$ cat config.mk
export PLATFORM = sky130hd
export DESIGN_NAME = wsg_div_pipe
export DESIGN_NICKNAME = d
export VERILOG_FILES = /design/src/hw/rtl/wsg_div_pipe.sv
export SDC_FILE = /design/constraint.sdc
export NUM_CORES = 1
export LEC_CHECK = 0
export BUFFER_PORTS_ARGS = -buffer_cell sky130_fd_sc_hd__clkbuf_2
export CAP_MARGIN = 20
export CORE_MARGIN = 2
export CORE_UTILIZATION = 25
export CTS_CLUSTER_DIAMETER = 80
export CTS_CLUSTER_SIZE = 8
export DETAILED_ROUTE_END_ITERATION = 6
export SLEW_MARGIN = 20
export SYNTH_ARGS = -nofsm -noshare
export SYNTH_HDL_FRONTEND = slang
export SYNTH_SLANG_ARGS = --single-unit
$ cat constraint.sdc
create_clock -name clk -period 2.9 [get_ports clk]
set_input_delay 0.145 -clock clk [delete_from_list [all_inputs] [get_ports clk]]
set_output_delay 0.145 -clock clk [all_outputs]
set_load 0.01 [all_outputs]
$ cat src/hw/rtl/wsg_div_pipe.sv
// ----------------------------------------------------------------------------
// wsg_div_pipe
// Pipelined restoring divider, one quotient bit per stage, with a sideband
// that travels alongside each item.
// ----------------------------------------------------------------------------
module wsg_div_pipe #(
  parameter int DVD_W = 8,
  parameter int DSR_W = 8,
  parameter int SB_W  = 1
) (
  input  logic             clk,
  input  logic             rst_n,
  input  logic             en,
  input  logic             in_v,
  input  logic [DVD_W-1:0] in_dvd,
  input  logic [DSR_W-1:0] in_dsr,
  input  logic [SB_W-1:0]  in_sb,
  output logic             out_v,
  output logic [DVD_W-1:0] out_quot,
  output logic [DSR_W-1:0] out_rem,
  output logic [SB_W-1:0]  out_sb
);

  logic             v_r   [DVD_W];
  logic [DVD_W-1:0] w_r   [DVD_W];
  logic [DSR_W-1:0] rem_r [DVD_W];
  logic [DSR_W-1:0] dsr_r [DVD_W];
  logic [SB_W-1:0]  sb_r  [DVD_W];

  for (genvar k = 0; k < DVD_W; k++) begin : g_stage
    logic             pv;
    logic [DVD_W-1:0] pw;
    logic [DSR_W-1:0] prem;
    logic [DSR_W-1:0] pdsr;
    logic [SB_W-1:0]  psb;
    logic [DSR_W:0]   trial;
    logic [DSR_W:0]   diff;
    logic             ge;

    if (k == 0) begin : g_first
      assign pv   = in_v;
      assign pw   = in_dvd;
      assign prem = '0;
      assign pdsr = in_dsr;
      assign psb  = in_sb;
    end else begin : g_next
      assign pv   = v_r[k-1];
      assign pw   = w_r[k-1];
      assign prem = rem_r[k-1];
      assign pdsr = dsr_r[k-1];
      assign psb  = sb_r[k-1];
    end

    assign trial = {prem, pw[DVD_W-1]};
    assign ge    = trial >= {1'b0, pdsr};
    assign diff  = trial - {1'b0, pdsr};

    always_ff @(posedge clk) begin
      if (!rst_n) begin
        v_r[k] <= 1'b0;
      end else if (en) begin
        v_r[k] <= pv;
      end
    end

    always_ff @(posedge clk) begin
      if (en) begin
        w_r[k]   <= {pw[DVD_W-2:0], ge};
        rem_r[k] <= ge ? diff[DSR_W-1:0] : trial[DSR_W-1:0];
        dsr_r[k] <= pdsr;
        sb_r[k]  <= psb;
      end
    end
  end

  assign out_v    = v_r[DVD_W-1];
  assign out_quot = w_r[DVD_W-1];
  assign out_rem  = rem_r[DVD_W-1];
  assign out_sb   = sb_r[DVD_W-1];

endmodule
==> run_results.csv <==
group,metric,value,unit
layout,antenna_cells_inserted,0,
worst_hold_path,worstHoldPathType,"input port to flip-flop",
clocking,h_tree_levels,4,
sta,final_period_minus_worst_setup_slack,2510,ps
grt,globalRoute.totalOverflow,0,
layout,stdcell_count,1279,
floorplan,floorplan.die.height,202,um
grt,grt_start_max_net_pins,85,
grt,via_count_of_the_first_global_routing_pass,5383,
flow_run,drv_cap,0,
floorplan,ioPinCount,39,
status,run_status,"complete, no violations",
clocking,cts_made_buffers,17,
critical_path,setup.worst_path.class,"flip-flop to flip-flop",
sta,final.hold.worst_slack,37.7,ps
floorplan,floorplan.initialDensity,25.3,%
sta,postLayoutSetupSlackWorst,386,ps
layout,area.sequential,0.00600,sq mm
sta,finalClockSkew,6.84,ps
placed_design,port_buffers,38,
layout,final_util,29.3,%
sta,slew_at_the_pin_with_the_worst_max_slew_slack,663,ps
critical_path,setup_slack_of_the_most_critical_reg_to_reg_path,390,ps
drt,post_route_drc,0,
critical_path,critPathMaxFanout,9,
grt,antenna_found_initial,0,
clocking,tritoncts,"built",
drt,route.vias.total,5355,
floorplan,floorplan.core_area,0.0386,sq mm
yosys,synth.ff_latch_count,200,
yosys,synthesis.yosys.warnings,0,
clocking,clk_slew_on_worst_s_h_paths,70,ps
sta,unrepaired_setup_endpoints_after_global_routing,"no",
sta,achievable-frequency,398,MHz
layout,multi_input_area,0.00337,sq mm
critical_path,critical_path.endpoint_type,"flip-flop",
critical_path,cp-startpoint,"rem_r[0][13]$_DFFE_PP_",
drt,dr_wl_cell,11.8,um
clocking,cts-root-buf,"clkbuf_16",
floorplan,floorplan.rows,72,
clocking,cts_buffer_depth,2,
sta,timing.final.crit_share,86.7,%
layout,most-common-layout-cells,"199 x edfxtp_1, 86 x inv_1, 58 x ha_1",
sta,slew_violations,0,
yosys,synthesized_net_count,770,
yosys,synthesis.area,0.00979,sq mm
clocking,postCtsHoldBufs,18,
sta,endpoints_failing_hold,0,
clocking,cts_repair_resize_count,0,
drt,initialDrtViolationCount,213,
grt,grt_pass1_wl,25.0,mm
drt,via_per_inst,4.19,
grt,global_route.usage.total,7.62,%
power_and_ir_drop,power_leakage,0.00445,uW
placed_design,detailedPlace.worstSlack,392,ps
layout,final_common_cell,"edfxtp_1",
floorplan,die_width,202,um
drt,firstDrtPassIters,5,
layout,num-nets-final,834,
sta,maxSlewHeadroom,55.8,%
sta,finalSetupTns,0,ps
drt,ant_nets,0,
yosys,number_of_distinct_library_cell_variants_in_the_gate_level_netlist_after_synthesis,49,
drt,routed_wl,15.1,mm
layout,drive_gt1_share,17.7,%
yosys,syn-mean-instance-area,14.3,sq um
layout,final.fill_count,3837,
critical_path,timing.critical_path.required,3090,ps
yosys,synthesis.instances,684,
power_and_ir_drop,pwr_density_cell,816,mW/mm^2
placed_design,detailed_placement_hpwl,10.5,mm
critical_path,cp_arrival,2700,ps
power_and_ir_drop,peakVddDrop,0.000497,V
sta,finalSetupViolations,0,
floorplan,design.die.area,0.0408,sq mm
critical_path,reg2reg_from,"rem_r[0][13]$_DFFE_PP_",
clocking,clkLatencyLatePin,440,ps
clocking,number_of_sinks_driven_by_the_clock_tree,200,
worst_hold_path,hold_path_start,"in_v",
layout,area_growth_from_synthesis_to_layout,15.8,%
critical_path,setup.worst_path.start_class,"flip-flop",
placed_design,gp_congestion,0.837,
placed_design,numPlacedInstances,1229,
clocking,post_cts_buffers,0,
yosys,fraction_of_the_yosys_area_taken_by_sequential_cells,61.2,%
where the power goes:
part	leakage [uW]	switching (uW)	total, uW	internal (uW)
Sequential	0.00195	200	4020	3820
Clock	0.000258	1080	2360	1280
Combinational	0.00224	1370	2880	1510
Total	0.00445	2660	9260	6600
layout make-up:
class	instances	share of cell area (%)
multi-input cells	385	29.7
flip-flops and latches	200	52.9
repair buffers	58	3.70
well taps	518	5.72
clock inverters	14	1.34
clock buffers	18	3.79
inverters	86	2.85
Yosys cell counts (all sizes together):
| library cell | number | share of area (%) |
|---|---|---|
| buf | 9 | 0.84 |
| a21o | 21 | 1.7 |
| nor3b | 2 | 0.15 |
| clkbuf | 4 | 0.20 |
| nand3 | 14 | 0.72 |
| nand2 | 10 | 0.38 |
| inv | 86 | 3.3 |
| dfxtp | 1 | 0.20 |
| mux2 | 41 | 5.9 |
| a2111oi | 5 | 0.77 |
| o21ai | 14 | 0.72 |
| or4 | 1 | 0.077 |
| mux2i | 15 | 1.5 |
| a221oi | 1 | 0.089 |
| a21boi | 1 | 0.11 |
| nor2b | 8 | 0.51 |
| nor3 | 21 | 1.1 |
| a211oi | 12 | 1.2 |
| a31oi | 3 | 0.19 |
| a41oi | 1 | 0.28 |
| a311o | 6 | 0.61 |
| o21a | 12 | 0.92 |
| nand2b | 11 | 0.70 |
| o31a | 6 | 0.54 |
| or3 | 1 | 0.064 |
| xnor2 | 21 | 1.9 |
| nor4 | 6 | 0.38 |
| a311oi | 1 | 0.089 |
| and2 | 1 | 0.064 |
| a211o | 9 | 0.80 |
| o22a | 1 | 0.10 |
| a21oi | 22 | 1.1 |
| and3 | 12 | 0.77 |
| o21bai | 1 | 0.077 |
| xor2 | 2 | 0.18 |
| edfxtp | 199 | 61 |
| nor2 | 31 | 1.2 |
| a41o | 1 | 0.10 |
| o311a | 5 | 0.56 |
| ha | 58 | 7.4 |
| fa | 7 | 1.4 |
| or2b | 1 | 0.077 |
kinds of logic after synthesis:
kind of cell	after synthesis	synth area share [%]
AO/OA/AOI/OAI	122	9.95
XOR/XNOR	23	2.06
adder cells (fa/ha/maj)	65	8.84
buffers and inverters	99	4.34
flip-flops	200	61.2
multiplexers	56	7.40
AND/OR/NAND/NOR	119	6.18
state kept, by name (all words and copies together) (netlist names):
name	cells
rem_r	64
w_r	64
dsr_r	56
sb_r	8
v_r	8
worst max-delay path: stages (launching register included):
cell and delay [ps]:
edfxtp_1 390, ha_1 370, a21o_1 270, a2111oi_2 390, o21a_1 500, mux2_4 340
layer usage:
layer  global-route usage [%]  share of wire (%)  vias to the layer above
met5                        0                  0                        -
met4                     3.07                1.8                        0
met3                     2.56                3.5                       21
met2                     13.5                 51                       88
met1                     8.35                 44                     2562
li1                         -                  -                     2684
metrics by stage:
stage          power (uW)  area (sq um)
4_1_cts              9360         11300
6_report             9260         11300
5_1_grt              9810         11300
3_5_place_dp         6950         10600
2_1_floorplan        6440          9790
3_3_place_gp         6880         10600
worst paths after layout:
check / endpoint / cells past startpoint
setup / recovery: rem_r[0][21]$_DFFE_PP_ / 5
hold / removal: v_r[0][0]$_DFFE_PP_ / 2
hold reg to reg: w_r[1][26]$_DFFE_PP_ / 0
setup reg to reg: rem_r[0][21]$_DFFE_PP_ / 5
Note: power is estimated with default switching activity, not from simulation.
